**src/rtl/sparse_polynomial_mult_add_unit_defines.svh**
```systemverilog
// -----------------------------------------------------------------------------
// Sparse polynomial multiply/add unit: assertion macros
// Shared assertion forms, clocked on clk and disabled in reset.
// -----------------------------------------------------------------------------
`ifndef SPARSE_POLYNOMIAL_MULT_ADD_UNIT_DEFINES_SVH
`define SPARSE_POLYNOMIAL_MULT_ADD_UNIT_DEFINES_SVH

// same-cycle implication
`define SPMA_ASSERT_IMP(lbl, ante, cons, msg) \
  lbl: assert property (@(posedge clk) disable iff (!rst_n) (ante) |-> (cons)) \
    else $error(msg);

// next-cycle implication
`define SPMA_ASSERT_NXT(lbl, ante, cons, msg) \
  lbl: assert property (@(posedge clk) disable iff (!rst_n) (ante) |=> (cons)) \
    else $error(msg);

`endif

```
**src/rtl/spma_ram.sv**
```systemverilog
// -----------------------------------------------------------------------------
// spma_ram
// Simple dual-port RAM, one write and one registered read per cycle.
// -----------------------------------------------------------------------------
module spma_ram #(
  parameter int Width = 32,
  parameter int Depth = 64,
  parameter int AddrW = 6
) (
  input  logic             clk,
  input  logic             we,
  input  logic [AddrW-1:0] waddr,
  input  logic [Width-1:0] wdata,
  input  logic [AddrW-1:0] raddr,
  output logic [Width-1:0] rdata
);

  logic [Width-1:0] mem_r [Depth];
  logic [Width-1:0] rdata_r;

  always_ff @(posedge clk) begin
    if (we) begin
      mem_r[waddr] <= wdata;
    end
    rdata_r <= mem_r[raddr];
  end

  assign rdata = rdata_r;

endmodule

```
**config.mk**
```make
export PLATFORM = sky130hd
export DESIGN_NAME = spma_ram
export DESIGN_NICKNAME = d
export VERILOG_FILES = /design/src/rtl/sparse_polynomial_mult_add_unit_defines.svh /design/src/rtl/spma_ram.sv
export SDC_FILE = /design/constraint.sdc
export NUM_CORES = 2
export LEC_CHECK = 0
export BUFFER_PORTS_ARGS = -buffer_cell sky130_fd_sc_hd__buf_2
export CORE_MARGIN = 5
export CORE_UTILIZATION = 50
export DETAILED_ROUTE_END_ITERATION = 12
export PLACE_DENSITY_LB_ADDON = 0.05
export SLEW_MARGIN = 20
export SYNTH_ARGS = -nofsm -noshare
export SYNTH_HDL_FRONTEND = slang
export SYNTH_SLANG_ARGS = --single-unit
```
**constraint.sdc**
```tcl
create_clock -name clk -period 3.3 [get_ports clk]
set_input_delay 0.165 -clock clk [delete_from_list [all_inputs] [get_ports clk]]
set_output_delay 0.165 -clock clk [all_outputs]
set_load 0.05 [all_outputs]
```
# --- Word level (Yosys, flattened, before mapping) ---
# Memories as Yosys holds them, arrays and structs flattened. A register that Yosys moved wholly into a read port is not among the register bits.
# Cells that the tools add are included.
# Widths: inputs -> output; s select.
op_classes:
  n_addsub: 0
  multipliers: 0
  n_div: 0
  magnitude_cmp: 0
  n_eq_ne: 0
  n_shift: 0
  n_mux: 2
  n_bitwise: 0
  reduce_logical: 0
ops:
  columns: ["op", "n"]
  rows:
  - ["$mux 1", 2]
totals:
  register_bits: 0
  latchBits: 0
  mem_bits_rw: 2048
  rom_bits: 0
  input_bits: 46
  elab_cells: 3
  n_memories: 1
mem_list:
  columns: ["name", "words", "width", "read_ports", "rd_clocked_by_memory_dff", "wr", "line", "source"]
  rows:
  - ["mem_r", 64, 32, 1, 1, 1, "spma_ram.sv:18", "logic [Width-1:0] mem_r [Depth];"]

# --- Depth between registers and ports, before layout ---
logic_depth:
  depth_word: 2
  ltp_mapped: 10
  mapped_depth_nobuf: 5

# --- Least setup slack after synthesis ---
# No wires, ideal clock.
synth_path:
  path_type: "input -> register"
  from: "in waddr[3]"
  to: "mem mem_r[48][0], enable pin"
  setup_ns: 0.461
  t_arrival_ns: 2.864
  required_ns: 2.839
  setup_slack_ns: -0.025
  path_stages: 4
  n_path_buf: 1
  path_cell_list: "clkbuf_1 -> nor2b_1 -> nand4b_1 -> nor3_1"
synth_lines:
  columns: ["item", "line", "source"]
  rows:
  - ["start: declaration", "spma_ram.sv:12", "input logic [AddrW-1:0] waddr,"]
  - ["end: declaration", "spma_ram.sv:18", null]
# No word-level cell before the write port.

==> impl_metrics.py <==
metrics = {
    "floorplan": {
        "fp.dieH_microns": 406.3,
        "start_util": 0.5026,
        "die_w_microns": 406.3,
        "core_area_sq_um": 156200,
        "pin_count": 78,
        "dieArea_sq_um": 165100,
        "num_rows": 145,
    },
    "timing": {
        "tightestPinTransition_ns": 1.120,
        "skew_ns": 0.02327,
        "finalSetupViolations": 0,
        "worst_slack_ns": 0.7617,
        "tns_ns": 0,
        "finalHoldViolations": 0,
        "fin_crit_sh": 0.7692,
        "rsz0062_at_grt": "false",
        "max_slew_margin": 0.2534,
        "fin_crit_ns": 2.538,
        "final_max_slew_viol_count": 0,
        "max_freq_ghz": 0.3940,
    },
    "clocking": {
        "cts.htree.levels": 4,
        "cts_sinks": 2080,
        "clock_latency_ns": 0.80,
        "cts_tree": "yes",
        "cts_buffers": 207,
        "path_clk_slew_ns": 0.06,
        "cts.path.max_buffers": 3,
        "cts_root_buf": "clkbuf_16",
    },
    "synth": {
        "yosys-top-cells-area": "edfxtp_1, mux4_2, mux2i_1, dfxtp_1, o22ai_1",
        "yosys_register_bits": 2080,
        "synthTopCellsByCount": "edfxtp_1, mux4_2, nor2_1",
        "yosysWarnings": 0,
        "synth.top_cell.area_share": 0.7833,
        "yosysSeqAreaShare": 0.7914,
        "synth_area_sq_um": 78520,
        "ys_async_sr_fraction": 0,
        "synth.distinct_cells": 34,
        "synth_most_common_cell": "edfxtp_1",
        "synth-edff-count": 2048,
        "postSynthCellCount": 3324,
        "synth_nets": 3370,
        "synth_area_per_cell_sq_um": 23.62,
        "synth_area_leader_cell": "edfxtp_1",
        "ys.flop_type": "edfxtp_1",
    },
    "pwr": {
        "pwr-share-comb": 0.056,
        "swShare": 0.2108,
        "switchingPower_w": 0.01174,
        "clkPwrFrac": 0.416,
        "leakage_nw": 28.44,
        "power_frac_seq": 0.528,
        "peakVddDrop_uv": 430.3,
        "p_int_w": 0.04395,
        "powerDensity_nw_per_um2": 616.1,
        "fin_total_pwr_w": 0.05569,
    },
    "worst_setup_path": {
        "critPathLaunchType": "input port",
        "crit_path_end_kind": "flop",
        "required_ns": 3.93,
        "critPathMaxFanout": 47,
        "cp.arrival_ns": 3.17,
        "reg2reg_from": "mem_r[31][11]",
        "criticalPathCategory": "in2reg",
        "regToRegSetupSlack_ns": 0.86,
        "critPathLaunch": "raddr[1]",
    },
    "drt": {
        "wl_mm": 213.0,
        "vias": 37204,
        "via_per_inst": 6.269,
        "detail-route-antenna-nets": 0,
        "drtIter0Drc": 3958,
        "wl_per_cell_microns": 35.88,
        "drtPass1Iterations": 6,
        "drc_errors": 0,
    },
    "final_layout": {
        "final_core_util": 0.5787,
        "syn_to_final_growth_pct": 15.13,
        "final_nets": 3738,
        "drive_gt1_frac": 0.3177,
    },
    "global_route": {
        "grt_pass1_wl_mm": 297.0,
        "antenna_found_initial": 26,
        "grt_max_degree": 65,
        "grt_usage": 0.2618,
        "grt_pass1_vias": 38248,
        "overflow": 0,
    },
    "run_status": {
        "outcome": "complete, no violations",
    },
    "job": {
        "maxCapViolations": 0,
    },
    "place": {
        "dp_hpwl_mm": 123.1,
        "portBuffers": 77,
        "preCtsSetupSlack_ns": -0.03075,
        "place.gp.congestion": 0.8477,
    },
    "min_path": {
        "hp-class": "in2reg",
        "hold_start": "wdata[24]",
    },
}
power by group through the flow:
stage	Combinational [W]	Sequential, W	Clock (W)
after global placement	0.00310	0.0299	0
after global routing	0.00329	0.0294	0.0247
after CTS	0.00317	0.0294	0.0236
after floorplan	0.00142	0.0301	0
after detailed placement	0.00315	0.0300	0
final	0.00314	0.0294	0.0231
what timing repair did:
item / CTS / global route
endpoints found under the hold margin: 182 / 320
hold buffers: 8 / 7
buffers inserted: 0 / 0
resized for setup: 0 / 0
setup endpoints to repair: 0 / 0
path summary, 6_finish.rpt:
kind	to	cells after the start
setup / recovery	rdata[8]	8
hold / removal	mem_r[37][24]	1
setup reg to reg	rdata[11]	4
hold reg to reg	rdata[4]	4
per-stage QoR:
stage / instances / hold WS (ns) / area, sq um
global placement: 5525 / 0.6364 / 83460
global route: 5917 / 0.02484 / 90350
detailed placement: 5525 / 0.6376 / 83460
floorplan: 3324 / 0.2639 / 78530
finish: 5935 / 0.04555 / 90390
CTS: 5909 / 0.001765 / 90240
kinds of logic (layout without fill, tap and decap cells):
family / count (synthesis) / in the layout / share of synthesized area
buf+inv: 182 / 717 / 0.01128
flops: 2080 / 2080 / 0.7914
other cells: 0 / 18 / 0
simple gates: 223 / 223 / 0.01265
mux: 637 / 637 / 0.1679
compound gates: 202 / 202 / 0.01673
routing by layer:
metal,up-vias,share of wire,global-route usage
met2,1473,0.49,0.4240
met4,14,0.029,0.07383
li1,15046,-,-
met3,279,0.086,0.06873
met5,-,0.00042,0
met1,20392,0.39,0.3568
layout make-up:
| cell class | instances | area [sq um] |
|---|---|---|
| Timing Repair Buffer | 341 | 2953 |
| Sequential cell | 2080 | 62140 |
| Tap cell | 2058 | 2575 |
| Clock inverter | 108 | 1026 |
| Antenna cell | 18 | 45.04 |
| Multi-Input combinational cell | 1062 | 15980 |
| Fill cell | 11203 | 65810 |
| Clock buffer | 268 | 5678 |
registers in the layout (all words and copies together), names as in the netlist:
| register | cells |
|---|---|
| rdata | 32 |
| mem_r | 2048 |
worst max-delay path, cell delays in order:
cell and delay, ns:
buf_8 0.41, buf_4 0.45, nor2b_1 0.72, a22oi_1 0.14, and3_1 0.21, o32ai_1 0.63
buf_4 0.26, nor3_1 0.07
cells in the final DEF (no fill, tap or decap), types with 20 or more instances in the layout:
cell type	instances
clkinv_2	36
buf_4	216
a21oi_1	62
o22ai_1	84
clkinv_1	46
bufinv_16	20
buf_12	40
o221ai_1	27
dfxtp_1	32
nand2_1	26
mux2i_1	93
nor2_4	62
nor2_1	75
buf_2	67
edfxtp_1	2048
clkbuf_1	42
clkbuf_16	214
mux4_2	544
(Power assumes the default switching activity.)
