`config.mk`:
```
export PLATFORM = sky130hd
export DESIGN_NAME = spma_engine
export DESIGN_NICKNAME = d
export VERILOG_FILES = /design/src/rtl/spma_pkg.sv /design/src/rtl/spma_engine.sv
export VERILOG_INCLUDE_DIRS = /design/src /design/src/rtl
export SDC_FILE = /design/constraint.sdc
export NUM_CORES = 2
export LEC_CHECK = 0
export BUFFER_PORTS_ARGS = -buffer_cell sky130_fd_sc_hd__buf_2
export CAP_MARGIN = 20
export CORE_ASPECT_RATIO = 1.4
export CORE_MARGIN = 3
export CORE_UTILIZATION = 25
export DETAILED_ROUTE_END_ITERATION = 10
export SYNTH_ARGS = -nofsm -noshare
export SYNTH_HDL_FRONTEND = slang
export SYNTH_SLANG_ARGS = --single-unit
```
`constraint.sdc`:
```
create_clock -name clk -period 11.7 [get_ports clk]
set_input_delay 2.34 -clock clk [delete_from_list [all_inputs] [get_ports clk]]
set_output_delay 2.34 -clock clk [all_outputs]
set_load 0.01 [all_outputs]
```
`src/rtl/sparse_polynomial_mult_add_unit_defines.svh`:
```
// -----------------------------------------------------------------------------
// Sparse polynomial multiply/add unit: assertion macros
// Shared assertion forms, clocked on clk and disabled in reset.
// -----------------------------------------------------------------------------
`ifndef SPARSE_POLYNOMIAL_MULT_ADD_UNIT_DEFINES_SVH
`define SPARSE_POLYNOMIAL_MULT_ADD_UNIT_DEFINES_SVH

// same-cycle implication
`define SPMA_ASSERT_IMP(lbl, ante, cons, msg) \
  lbl: assert property (@(posedge clk) disable iff (!rst_n) (ante) |-> (cons)) \
    else $error(msg);

// next-cycle implication
`define SPMA_ASSERT_NXT(lbl, ante, cons, msg) \
  lbl: assert property (@(posedge clk) disable iff (!rst_n) (ante) |=> (cons)) \
    else $error(msg);

`endif

```
`src/rtl/spma_pkg.sv`:
```
// -----------------------------------------------------------------------------
// spma_pkg
// Shared constants, function codes and sequencer states.
// -----------------------------------------------------------------------------
package spma_pkg;

  localparam int MaxTermsDef = 64;
  localparam int FuncW       = 3;
  localparam int InCoefW     = 16;
  localparam int InExpW      = 16;
  localparam int CoefW       = 48;
  localparam int ExpW        = 17;
  localparam int TermW       = InCoefW + InExpW;
  localparam int ResW        = CoefW + ExpW;

  typedef enum logic [FuncW-1:0] {
    FN_CLEAR      = 3'd0,
    FN_APPEND1    = 3'd1,
    FN_APPEND2    = 3'd2,
    FN_COMPUTE    = 3'd3,
    FN_FETCH_PROD = 3'd4,
    FN_FETCH_SUM  = 3'd5
  } func_t;

  typedef enum logic [3:0] {
    ST_IDLE,
    ST_ROW,
    ST_ROW_LD,
    ST_P_RD,
    ST_P_MUL,
    ST_P_MRG,
    ST_S_RD,
    ST_S_MRG,
    ST_F_RD
  } state_t;

endpackage

```
`src/rtl/spma_engine.sv`:
```
// -----------------------------------------------------------------------------
// spma_engine
// Command decode, term loading, and the sequencer that runs the product
// row merges and the sum merge through one multiplier and one shared adder.
// -----------------------------------------------------------------------------
`include "sparse_polynomial_mult_add_unit_defines.svh"

module spma_engine #(
  parameter int MaxTerms = spma_pkg::MaxTermsDef,
  parameter int TAW      = 6,
  parameter int PAW      = 12,
  parameter int SAW      = 7
) (
  input  logic                              clk,
  input  logic                              rst_n,
  input  logic                              start,
  output logic                              busy,
  input  logic [spma_pkg::FuncW-1:0]        func,
  input  logic signed [spma_pkg::InCoefW-1:0] coef_in,
  input  logic [spma_pkg::InExpW-1:0]       expon_in,
  output logic                              out_valid,
  output logic signed [spma_pkg::CoefW-1:0] coef_out,
  output logic [spma_pkg::ExpW-1:0]         expon_out,
  output logic                              last_term,
  output logic                              zero_poly,
  output logic                              overflow,
  // operand stores
  output logic                              t1_we,
  output logic                              t2_we,
  output logic [TAW-1:0]                    t_waddr,
  output logic [spma_pkg::TermW-1:0]        t_wdata,
  output logic [TAW-1:0]                    t1_raddr,
  output logic [TAW-1:0]                    t2_raddr,
  input  logic [spma_pkg::TermW-1:0]        t1_rdata,
  input  logic [spma_pkg::TermW-1:0]        t2_rdata,
  // product banks
  output logic                              p_we,
  output logic                              p_bank,
  output logic [PAW-1:0]                    p_waddr,
  output logic [PAW-1:0]                    p_raddr,
  input  logic [spma_pkg::ResW-1:0]         p_rdata,
  // sum store
  output logic                              s_we,
  output logic [SAW-1:0]                    s_waddr,
  output logic [SAW-1:0]                    s_raddr,
  input  logic [spma_pkg::ResW-1:0]         s_rdata,
  output logic [spma_pkg::ResW-1:0]         r_wdata
);

  localparam int TCW = $clog2(MaxTerms + 1);
  localparam int PD  = MaxTerms * MaxTerms;
  localparam int PCW = $clog2(PD + 1);
  localparam int SD  = 2 * MaxTerms;
  localparam int SCW = $clog2(SD + 1);
  localparam int CW  = spma_pkg::CoefW;
  localparam int EW  = spma_pkg::ExpW;
  localparam int ICW = spma_pkg::InCoefW;
  localparam int IEW = spma_pkg::InExpW;

  spma_pkg::state_t state_r, state_nxt;

  logic [TCW-1:0] fcnt_r, fcnt_nxt, scnt_r, scnt_nxt;
  logic [IEW-1:0] flast_r, flast_nxt, slast_r, slast_nxt;
  logic           ovf_r, ovf_nxt;
  logic [PCW-1:0] pcnt_r, pcnt_nxt, ppos_r, ppos_nxt;
  logic [SCW-1:0] sumcnt_r, sumcnt_nxt, spos_r, spos_nxt;
  logic           bank_r, bank_nxt;
  logic [TCW-1:0] k_r, k_nxt, j_r, j_nxt, si_r, si_nxt;
  logic [PCW-1:0] pi_r, pi_nxt, pn_r, pn_nxt;
  logic [SCW-1:0] sn_r, sn_nxt;
  logic           fkind_r, fkind_nxt;
  logic signed [ICW-1:0]  c1_r, c1_nxt;
  logic [IEW-1:0]         e1_r, e1_nxt;
  logic signed [2*ICW-1:0] mul_r, mul_nxt;
  logic [EW-1:0]          re_r, re_nxt;
  logic                   out_valid_r, out_valid_nxt;
  logic signed [CW-1:0]   out_coef_r, out_coef_nxt;
  logic [EW-1:0]          out_exp_r, out_exp_nxt;
  logic                   out_last_r, out_last_nxt, out_zero_r, out_zero_nxt;
  logic                   out_ovf_r, out_ovf_nxt;

  logic                 accept;
  logic                 p_avail, j_avail, f_avail;
  logic [EW-1:0]        p_e;
  logic signed [CW-1:0] p_c, s_c;
  logic [EW-1:0]        s_e;
  logic signed [ICW-1:0] f_c, sc_c;
  logic [IEW-1:0]       f_e, sc_e;
  logic                 take_p, p_eq, take_f, take_s;
  logic [PCW-1:0]       pi_inc, pi_step, pn_inc, ppos_inc;
  logic [TCW-1:0]       j_inc, si_inc, k_inc, j_pstep, j_sstep, si_step;
  logic [SCW-1:0]       sn_inc, spos_inc;
  logic                 p_done, s_done, keep;
  logic signed [CW-1:0] add_a, add_b, add_y;
  logic [EW-1:0]        m_e;

  assign accept = start && (state_r == spma_pkg::ST_IDLE);
  assign busy   = (state_r != spma_pkg::ST_IDLE);

  // merge decisions and the shared adder
  always_comb begin
    p_avail  = pi_r < pcnt_r;
    j_avail  = j_r < scnt_r;
    f_avail  = si_r < fcnt_r;
    p_e      = p_rdata[CW+EW-1:CW];
    p_c      = p_rdata[CW-1:0];
    s_e      = s_rdata[CW+EW-1:CW];
    s_c      = s_rdata[CW-1:0];
    f_c      = t1_rdata[ICW+IEW-1:IEW];
    f_e      = t1_rdata[IEW-1:0];
    sc_c     = t2_rdata[ICW+IEW-1:IEW];
    sc_e     = t2_rdata[IEW-1:0];
    take_p   = !j_avail || (p_avail && (p_e > re_r));
    p_eq     = p_avail && (p_e == re_r);
    take_f   = !j_avail || (f_avail && (f_e > sc_e));
    take_s   = !take_f && (!f_avail || (f_e < sc_e));
    pi_inc   = pi_r + PCW'(1);
    pn_inc   = pn_r + PCW'(1);
    ppos_inc = ppos_r + PCW'(1);
    j_inc    = j_r + TCW'(1);
    si_inc   = si_r + TCW'(1);
    k_inc    = k_r + TCW'(1);
    sn_inc   = sn_r + SCW'(1);
    spos_inc = spos_r + SCW'(1);
    pi_step  = (take_p || p_eq) ? pi_inc : pi_r;
    j_pstep  = take_p ? j_r : j_inc;
    si_step  = take_s ? si_r : si_inc;
    j_sstep  = take_f ? j_r : j_inc;
    p_done   = (pi_step >= pcnt_r) && (j_pstep >= scnt_r);
    s_done   = (si_step >= fcnt_r) && (j_sstep >= scnt_r);
    if (state_r == spma_pkg::ST_S_MRG) begin
      add_a = take_s ? {{(CW-ICW){sc_c[ICW-1]}}, sc_c} : {{(CW-ICW){f_c[ICW-1]}}, f_c};
      add_b = (!take_f && !take_s) ? {{(CW-ICW){sc_c[ICW-1]}}, sc_c} : '0;
      m_e   = take_s ? {1'b0, sc_e} : {1'b0, f_e};
    end else begin
      add_a = take_p ? p_c : {{(CW-2*ICW){mul_r[2*ICW-1]}}, mul_r};
      add_b = (!take_p && p_eq) ? p_c : '0;
      m_e   = take_p ? p_e : re_r;
    end
    add_y = add_a + add_b;
    keep  = (add_y != '0);
  end

  // next state
  always_comb begin
    state_nxt = state_r;
    case (state_r)
      spma_pkg::ST_IDLE: begin
        if (accept) begin
          if (func == spma_pkg::FN_COMPUTE) begin
            if (fcnt_r != '0 && scnt_r != '0) begin
              state_nxt = spma_pkg::ST_ROW;
            end else if (fcnt_r != '0 || scnt_r != '0) begin
              state_nxt = spma_pkg::ST_S_RD;
            end
          end else if (func == spma_pkg::FN_FETCH_PROD || func == spma_pkg::FN_FETCH_SUM) begin
            state_nxt = spma_pkg::ST_F_RD;
          end
        end
      end
      spma_pkg::ST_ROW:    state_nxt = spma_pkg::ST_ROW_LD;
      spma_pkg::ST_ROW_LD: state_nxt = spma_pkg::ST_P_RD;
      spma_pkg::ST_P_RD:   state_nxt = spma_pkg::ST_P_MUL;
      spma_pkg::ST_P_MUL:  state_nxt = spma_pkg::ST_P_MRG;
      spma_pkg::ST_P_MRG: begin
        if (!p_done) begin
          state_nxt = spma_pkg::ST_P_RD;
        end else if (k_inc < fcnt_r) begin
          state_nxt = spma_pkg::ST_ROW;
        end else begin
          state_nxt = spma_pkg::ST_S_RD;
        end
      end
      spma_pkg::ST_S_RD:  state_nxt = spma_pkg::ST_S_MRG;
      spma_pkg::ST_S_MRG: state_nxt = s_done ? spma_pkg::ST_IDLE : spma_pkg::ST_S_RD;
      spma_pkg::ST_F_RD:  state_nxt = spma_pkg::ST_IDLE;
      default:            state_nxt = spma_pkg::ST_IDLE;
    endcase
  end

  // datapath and outputs
  always_comb begin
    fcnt_nxt = fcnt_r;   scnt_nxt = scnt_r;
    flast_nxt = flast_r; slast_nxt = slast_r;
    ovf_nxt = ovf_r;
    pcnt_nxt = pcnt_r;   ppos_nxt = ppos_r;
    sumcnt_nxt = sumcnt_r; spos_nxt = spos_r;
    bank_nxt = bank_r;
    k_nxt = k_r; j_nxt = j_r; si_nxt = si_r;
    pi_nxt = pi_r; pn_nxt = pn_r; sn_nxt = sn_r;
    fkind_nxt = fkind_r;
    c1_nxt = c1_r; e1_nxt = e1_r;
    mul_nxt = mul_r; re_nxt = re_r;
    out_valid_nxt = 1'b0;
    out_coef_nxt = out_coef_r; out_exp_nxt = out_exp_r;
    out_last_nxt = out_last_r; out_zero_nxt = out_zero_r; out_ovf_nxt = out_ovf_r;
    t1_we = 1'b0;
    t2_we = 1'b0;
    p_we  = 1'b0;
    s_we  = 1'b0;
    case (state_r)
      spma_pkg::ST_IDLE: begin
        if (accept) begin
          case (func)
            spma_pkg::FN_CLEAR: begin
              fcnt_nxt = '0; scnt_nxt = '0; pcnt_nxt = '0; ppos_nxt = '0;
              sumcnt_nxt = '0; spos_nxt = '0; ovf_nxt = 1'b0;
            end
            spma_pkg::FN_APPEND1: begin
              if (coef_in != '0) begin
                if (fcnt_r >= TCW'(MaxTerms)) begin
                  ovf_nxt = 1'b1;
                end else if (fcnt_r == '0 || flast_r > expon_in) begin
                  t1_we = 1'b1;
                  fcnt_nxt = fcnt_r + TCW'(1);
                  flast_nxt = expon_in;
                end
              end
            end
            spma_pkg::FN_APPEND2: begin
              if (coef_in != '0) begin
                if (scnt_r >= TCW'(MaxTerms)) begin
                  ovf_nxt = 1'b1;
                end else if (scnt_r == '0 || slast_r > expon_in) begin
                  t2_we = 1'b1;
                  scnt_nxt = scnt_r + TCW'(1);
                  slast_nxt = expon_in;
                end
              end
            end
            spma_pkg::FN_COMPUTE: begin
              pcnt_nxt = '0; ppos_nxt = '0; spos_nxt = '0;
              k_nxt = '0; si_nxt = '0; j_nxt = '0; sn_nxt = '0;
              if (fcnt_r == '0 && scnt_r == '0) begin
                sumcnt_nxt = '0;
              end
            end
            spma_pkg::FN_FETCH_PROD: fkind_nxt = 1'b0;
            spma_pkg::FN_FETCH_SUM:  fkind_nxt = 1'b1;
            default: ;
          endcase
        end
      end
      spma_pkg::ST_ROW_LD: begin
        c1_nxt = f_c;
        e1_nxt = f_e;
        pi_nxt = '0;
        j_nxt  = '0;
        pn_nxt = '0;
      end
      spma_pkg::ST_P_MUL: begin
        mul_nxt = c1_r * sc_c;
        re_nxt  = {1'b0, e1_r} + {1'b0, sc_e};
      end
      spma_pkg::ST_P_MRG: begin
        if (keep && pn_r < PCW'(PD)) begin
          p_we   = 1'b1;
          pn_nxt = pn_inc;
        end
        pi_nxt = pi_step;
        j_nxt  = j_pstep;
        if (p_done) begin
          pcnt_nxt = (keep && pn_r < PCW'(PD)) ? pn_inc : pn_r;
          bank_nxt = !bank_r;
          k_nxt    = k_inc;
          if (k_inc >= fcnt_r) begin
            si_nxt = '0;
            j_nxt  = '0;
            sn_nxt = '0;
          end
        end
      end
      spma_pkg::ST_S_MRG: begin
        if (keep && sn_r < SCW'(SD)) begin
          s_we   = 1'b1;
          sn_nxt = sn_inc;
        end
        si_nxt = si_step;
        j_nxt  = j_sstep;
        if (s_done) begin
          sumcnt_nxt = (keep && sn_r < SCW'(SD)) ? sn_inc : sn_r;
        end
      end
      spma_pkg::ST_F_RD: begin
        out_valid_nxt = 1'b1;
        out_ovf_nxt   = ovf_r;
        if (!fkind_r) begin
          if (pcnt_r == '0) begin
            out_coef_nxt = '0; out_exp_nxt = '0; out_last_nxt = 1'b1; out_zero_nxt = 1'b1;
          end else begin
            out_coef_nxt = p_c;
            out_exp_nxt  = p_e;
            out_last_nxt = (ppos_inc == pcnt_r);
            out_zero_nxt = 1'b0;
            ppos_nxt     = (ppos_inc == pcnt_r) ? '0 : ppos_inc;
          end
        end else begin
          if (sumcnt_r == '0) begin
            out_coef_nxt = '0; out_exp_nxt = '0; out_last_nxt = 1'b1; out_zero_nxt = 1'b1;
          end else begin
            out_coef_nxt = s_c;
            out_exp_nxt  = s_e;
            out_last_nxt = (spos_inc == sumcnt_r);
            out_zero_nxt = 1'b0;
            spos_nxt     = (spos_inc == sumcnt_r) ? '0 : spos_inc;
          end
        end
      end
      default: ;
    endcase
  end

  always_ff @(posedge clk) begin
    if (!rst_n) begin
      state_r     <= spma_pkg::ST_IDLE;
      fcnt_r      <= '0;
      scnt_r      <= '0;
      ovf_r       <= 1'b0;
      pcnt_r      <= '0;
      ppos_r      <= '0;
      sumcnt_r    <= '0;
      spos_r      <= '0;
      bank_r      <= 1'b0;
      k_r         <= '0;
      j_r         <= '0;
      si_r        <= '0;
      pi_r        <= '0;
      pn_r        <= '0;
      sn_r        <= '0;
      fkind_r     <= 1'b0;
      out_valid_r <= 1'b0;
    end else begin
      state_r     <= state_nxt;
      fcnt_r      <= fcnt_nxt;
      scnt_r      <= scnt_nxt;
      ovf_r       <= ovf_nxt;
      pcnt_r      <= pcnt_nxt;
      ppos_r      <= ppos_nxt;
      sumcnt_r    <= sumcnt_nxt;
      spos_r      <= spos_nxt;
      bank_r      <= bank_nxt;
      k_r         <= k_nxt;
      j_r         <= j_nxt;
      si_r        <= si_nxt;
      pi_r        <= pi_nxt;
      pn_r        <= pn_nxt;
      sn_r        <= sn_nxt;
      fkind_r     <= fkind_nxt;
      out_valid_r <= out_valid_nxt;
    end
  end

  always_ff @(posedge clk) begin
    flast_r    <= flast_nxt;
    slast_r    <= slast_nxt;
    c1_r       <= c1_nxt;
    e1_r       <= e1_nxt;
    mul_r      <= mul_nxt;
    re_r       <= re_nxt;
    out_coef_r <= out_coef_nxt;
    out_exp_r  <= out_exp_nxt;
    out_last_r <= out_last_nxt;
    out_zero_r <= out_zero_nxt;
    out_ovf_r  <= out_ovf_nxt;
  end

  assign out_valid = out_valid_r;
  assign coef_out  = out_coef_r;
  assign expon_out = out_exp_r;
  assign last_term = out_last_r;
  assign zero_poly = out_zero_r;
  assign overflow  = out_ovf_r;

  // memory ports
  assign t_waddr  = (func == spma_pkg::FN_APPEND1) ? fcnt_r[TAW-1:0] : scnt_r[TAW-1:0];
  assign t_wdata  = {coef_in, expon_in};
  assign t1_raddr = (state_r == spma_pkg::ST_ROW || state_r == spma_pkg::ST_ROW_LD) ?
                    k_r[TAW-1:0] : si_r[TAW-1:0];
  assign t2_raddr = j_r[TAW-1:0];
  assign p_bank   = bank_r;
  assign p_waddr  = pn_r[PAW-1:0];
  assign p_raddr  = (state_r == spma_pkg::ST_IDLE) ? ppos_r[PAW-1:0] : pi_r[PAW-1:0];
  assign s_waddr  = sn_r[SAW-1:0];
  assign s_raddr  = spos_r[SAW-1:0];
  assign r_wdata  = {m_e, add_y};

  `SPMA_ASSERT_IMP(a_strobe_idle, out_valid_r, state_r == spma_pkg::ST_IDLE, "strobe while busy")
  `SPMA_ASSERT_NXT(a_fetch_strobe, state_r == spma_pkg::ST_F_RD, out_valid_r, "fetch lost")
  `SPMA_ASSERT_IMP(a_zero_last, out_valid_r && out_zero_r, out_last_r, "empty not last")
  `SPMA_ASSERT_IMP(a_prod_room, p_we, pn_r < PCW'(PD), "product write past end")

endmodule
```
### Word-level counts from Yosys, hierarchy flattened

Cells that the tools add are included.

* output and inout bits: 228
* logic and storage cells: 270
* input port bits: 232
* flip-flop bits (word level): 300

* multiplexer cells: 106
* bitwise operators: 2
* multipliers: 1
* reduce and logical (&&, ||, !) cells: 65
* magnitude comparators: 18
* add/sub/neg operators: 12
* eq/ne operators: 38

Operators by type and width (count)
* $mux W48: 9
* $mux W7: 16
* $mux W13: 8
* $mux W8: 13
* $pmux W13 S2: 4
* $mux W17: 5
* $add A48 B48 Y48: 1
* $gt A16 B16 Y1: 3
* $pmux W8 S2: 3
* $reduce_bool A48 Y1: 1
* $pmux W7 S2: 3
* $add A13 B1 Y13 const B: 3
* $add A7 B1 Y7 const B: 5
* $ne A2 B2 Y1 const B: 17
* $mul A16 B16 Y32: 1
* $pmux W4 S8: 1
* $ge A7 B7 Y1: 4
* $pmux W7 S4: 1
* $mux W1: 27
* $pmux W8 S3: 1
* $reduce_and A6 Y1: 4
* $lt A7 B7 Y1: 3
* $pmux W7 S3: 1
* $mux W4: 5
* 49 further kinds: 103

### Depth between registers and ports, before layout

* depth in word-level cells: 15
* depth in mapped cells: 31
* depth with buffers taken out: 27

### Least setup slack after synthesis

No wires, ideal clock.

* path type: input-to-output
* start: in p_rdata[54] (netlist name)
* end: out s_we
* slack: 1.289 ns
* data arrival time: 8.071 ns
* path buffers: 5
* cell stages on the path: 26
* required time: 9.360 ns
* cells stage by stage: ha_1 a211oi_1 nor2_1 a2111o_1 a2111oi_0 o31a_1 buf_2 clkbuf_1 clkbuf_1 mux2i_1 a21oi_1 ha_1 clkbuf_1 a21oi_1 o21ai_0 a221oi_1 and2_1 mux2_2 nor4b_2 a21oi_1 o2111a_1 and4_4 nand2_4 buf_6 nand2_4 nor2_1

* word-level cells in the longest chain between the ends: 12
* elaborated cells between the ends (all ways): 16
* classes of those cells: add/sub: 1; order compare: 1; eq/ne: 1; mux: 6; reduce/logical: 7

RTL lines
* start, declared: line spma_engine.sv:41 `input logic [spma_pkg::ResW-1:0] p_rdata,`
* $gt A17 B17 Y1: line spma_engine.sv:113 `take_p = !j_avail || (p_avail && (p_e > re_r));`
* $logic_and A1 B1 Y1: line spma_engine.sv:113
* $logic_or A1 B1 Y1: line spma_engine.sv:113
* $logic_not A1 Y1: line spma_engine.sv:137 `add_b = (!take_p && p_eq) ? p_c : '0;`
* $logic_and A1 B1 Y1: line spma_engine.sv:137
* $mux W48: line spma_engine.sv:137
* $mux W48: line spma_engine.sv:131 `if (state_r == spma_pkg::ST_S_MRG) begin`
* $add A48 B48 Y48 (*): line spma_engine.sv:140 `add_y = add_a + add_b;`
* named net r_wdata, one bit: line spma_engine.sv:47 `output logic [spma_pkg::ResW-1:0] r_wdata`
* $reduce_bool A48 Y1 (*): line spma_engine.sv:141 `keep = (add_y != '0);`
* $logic_and A1 B1 Y1 (*): line spma_engine.sv:274 `if (keep && sn_r < SCW'(SD)) begin`
* $mux W1 (*): line spma_engine.sv:274
* $mux W1 (*): line spma_engine.sv:201 `case (state_r)`
* end, declared: line spma_engine.sv:43 `output logic s_we,`

The timed path passes the listed nets; every way through them passes the cells marked *.

### Final worst setup path

* start: in p_rdata[52] (netlist name)
* end: out p_we

* word-level cells in the longest chain between the ends: 12
* elaborated cells between the ends (all ways): 16
* classes of those cells: add/sub: 1; order compare: 1; eq/ne: 1; mux: 6; reduce/logical: 7

RTL lines
* $gt A17 B17 Y1: line spma_engine.sv:113
* $logic_and A1 B1 Y1: line spma_engine.sv:113
* $logic_or A1 B1 Y1: line spma_engine.sv:113
* $logic_not A1 Y1: line spma_engine.sv:137
* $logic_and A1 B1 Y1: line spma_engine.sv:137
* $mux W48: line spma_engine.sv:137
* $mux W48: line spma_engine.sv:131
* $add A48 B48 Y48 (*): line spma_engine.sv:140
* $reduce_bool A48 Y1 (*): line spma_engine.sv:141
* $logic_and A1 B1 Y1 (*): line spma_engine.sv:256 `if (keep && pn_r < PCW'(PD)) begin`
* $mux W1 (*): line spma_engine.sv:256
* $mux W1 (*): line spma_engine.sv:201
* end, declared: line spma_engine.sv:37 `output logic p_we,`

Every way passes the cells marked *; elsewhere a longest branch is shown, timed or not.

==> out/qor.yml <==
worstSetupEndpointType: "output port"
syn_inst: 3606
vias_per_cell: 4.99
synth_edf_count: 181
first_iter_violations: 2112
cts_tree: "built"
die_x_um: 309
async_flop_share_pct: 0
start_util_pct: 25.3
syn-cell-area_mm2: 0.0321
synth-seq-area-share_pct: 24.4
cp_top_family: "compound AO/OA/AOI/OAI gates"
hp-start: "ovf_r"
p_per_area_mw_per_mm2: 150
rr_worst_depth: 29
r2r_slack_ps: 3960
path_class: "in -> out"
synth_top_family_by_area: "adder cells"
synth_compound_area_share_pct: 16.7
worst_pin_slew_ps: 1060
root_buffer: "clkbuf_16"
slowest_stage: "nor3_1"
period_share_pct: 96.2
htreeDepth: 2
clkTransAtPathRegs_ps: 60
path_buf_inv: 4
drv_slew: 0
power_leakage_nw: 16.9
dr.pass1.iters: 6
yosys.area_share.simple_pct: 17.5
cp.arrival_ps: 8920
coreArea_mm2: 0.127
hold_viol: 0
period_needed_ps: 11260
grt_max_degree: 62
hold-path-endpoint: "overflow"
syn_avg_cell_area_um2: 8.90
synth_nets: 4389
numPortBuffers: 459
vias: 28300
setup_viol: 0
preCtsSetupSlack_ps: 208
hold_class: "reg -> reg"
skew_ps: 44.5
critPathMaxFanout: 30
r2r-start: "pcnt_r[4]"
grt_usage_pct: 18.2
cts_buffer_depth: 3
cts-resized-gates: 0
antenna_found_initial: 17
post_cts_buffers: 0
fin_nets: 4765
synth_ff_type: "edfxtp_1"
synth-seq-cells: 300
timing.rr.end: "sn_r[7]"
slew_headroom_pct: 28.8
place_hpwl_mm: 99.1
dieArea_mm2: 0.133
holdPathStages: 0
clock-sinks: 300
worst_slack_ps: 442
synthAdderAreaFrac_pct: 27.7
synthMuxAreaShare_pct: 0.924
routedWlPerCell_um: 21.6
ant_nets: 0
drive_above_1_share_pct: 16.7
cts_made_buffers: 41
maxCapViolations: 0
grt_overflow: 0
grt_pass1_vias: 29100
synthToLayoutAreaGrowth_pct: 17.3
critPathMaxStageDelay_ps: 780
yosys_warnings: 0
synth_cell_types: 94
rsz0062_at_grt: "false"
io_pins: 460
drc: 0
clk_latency_ps: 630
place_congestion: 0.920
rows: 154
synth_xor_xnor_area_share_pct: 4.75
ir_worst_vdd_uv: 194
fmax_mhz: 88.8
finalSetupTns_ps: 0
routed_wl_mm: 123
dieHeight_um: 430
holdBufCountCts: 0
grt_first_pass_wirelength_mm: 181
cp.required_ps: 9360
status: "finished clean"
cp-start-kind: "input port"
fin_util_pct: 29.7
==> power by group <==
part | switching, mW | internal (mW)
registers | 0.00730 | 1.29
clock network | 0.560 | 0.818
logic | 1.70 | 1.26
==> worst max-delay path by stage <==
stage	cells after the start	endpoint	startpoint
after global routing	26	s_we	p_rdata[54]
after CTS	25	s_we	p_rdata[52]
after floorplan	26	s_we	p_rdata[54]
after detailed placement	25	s_we	p_rdata[52]
final	26	p_we	p_rdata[52]
after global placement	25	s_we	p_rdata[54]
==> synthesized netlist by cell type, types with 119 or more instances <==
| library cell | count | share of area, % |
|---|---|---|
| nand2_1 | 421 | 4.9 |
| o21ai_0 | 121 | 1.9 |
| and2_1 | 125 | 2.4 |
| ha_1 | 287 | 11 |
| dfxtp_1 | 119 | 7.4 |
| a21oi_1 | 194 | 3.0 |
| nor2_1 | 174 | 2.0 |
| inv_1 | 394 | 4.6 |
| xnor2_1 | 122 | 3.3 |
| clkbuf_1 | 150 | 1.8 |
| edfxtp_1 | 181 | 17 |
| fa_1 | 264 | 16 |
==> cells by family after synthesis <==
family,after synthesis
and+or+nand+nor,1133
muxes,29
buffers and inverters,620
DFF,300
xor gates and xnor gates,174
AOI/OAI and AO/OA,799
adders and majority gates,551
==> metrics by stage <==
| step | power (mW) | hold slack [ps] | instances | area [um^2] |
|---|---|---|---|---|
| 2_1_floorplan | 3.47 | 409 | 3606 | 32100 |
| 3_3_place_gp | 4.23 | 424 | 5577 | 36200 |
| 3_5_place_dp | 4.28 | 429 | 5577 | 36200 |
| 4_1_cts | 5.70 | 445 | 5651 | 37600 |
| 5_1_grt | 6.10 | 477 | 5656 | 37600 |
| 6_report | 5.63 | 445 | 5666 | 37600 |
==> metal layers <==
layer	vias up	share of wire, %	routed length (um)	global-route usage (%)
met2	1011	49	60200	32.3
met3	246	7.4	9060	3.93
met1	13800	38	46600	20.6
li1	13200	-	-	-
met4	6	5.5	6680	8.98
met5	-	0.033	41	0
==> sequential cells by signal, summed over array words and instances, names as in the netlist, 4 cells and up <==
register	flops
coef_out	48
mul_r	32
expon_out	17
re_r	17
c1_r	16
e1_r	16
flast_r	16
slast_r	16
pcnt_r	13
pi_r	13
pn_r	13
ppos_r	13
sn_r	8
spos_r	8
sumcnt_r	8
fcnt_r	7
j_r	7
k_r	7
scnt_r	7
si_r	7
state_r	4
==> layout by cell type, fill, tap and decap left out, drive strengths merged, types with 13 or more instances in the layout <==
cell | Yosys | final
ha | 287 | 287
nor2b | 47 | 47
nand3 | 75 | 75
dfxtp | 119 | 119
nand4 | 50 | 50
xor2 | 52 | 52
xnor2 | 122 | 122
o211ai | 15 | 15
nor2 | 174 | 174
o31ai | 13 | 13
o21bai | 13 | 13
buf | 75 | 558
edfxtp | 181 | 181
fa | 264 | 264
nor3 | 50 | 50
mux2i | 24 | 24
a21o | 87 | 87
a31oi | 45 | 45
and3 | 36 | 36
a211oi | 54 | 54
clkbuf | 150 | 49
inv | 394 | 400
a22o | 83 | 83
and2 | 127 | 127
nand2b | 57 | 57
o21ai | 145 | 145
nor4 | 25 | 25
o21a | 31 | 31
a21oi | 195 | 195
or3 | 21 | 21
nand2 | 424 | 424
diode | 0 | 15
a22oi | 16 | 16
==> final cells by class <==
cell class,count,area [um^2]
fill,13300,89000
multi-input combinational,2686,21800
sequential,300,7820
timing repair buffer,558,3070
tap,1638,2050
inverter,395,1490
clock buffer,49,1080
clock inverter,25,342
antenna,15,37.5
==> worst register-to-register path, delay by kind of cell (launching register included) <==
kind,cells,cell delay (ps)
compound gates,15,3510
simple gates,8,2300
buf+inv,3,660
fa+ha+maj,2,520
flops,1,470
xor+xnor,1,220
No activity file was read; power rests on OpenSTA's default activity.
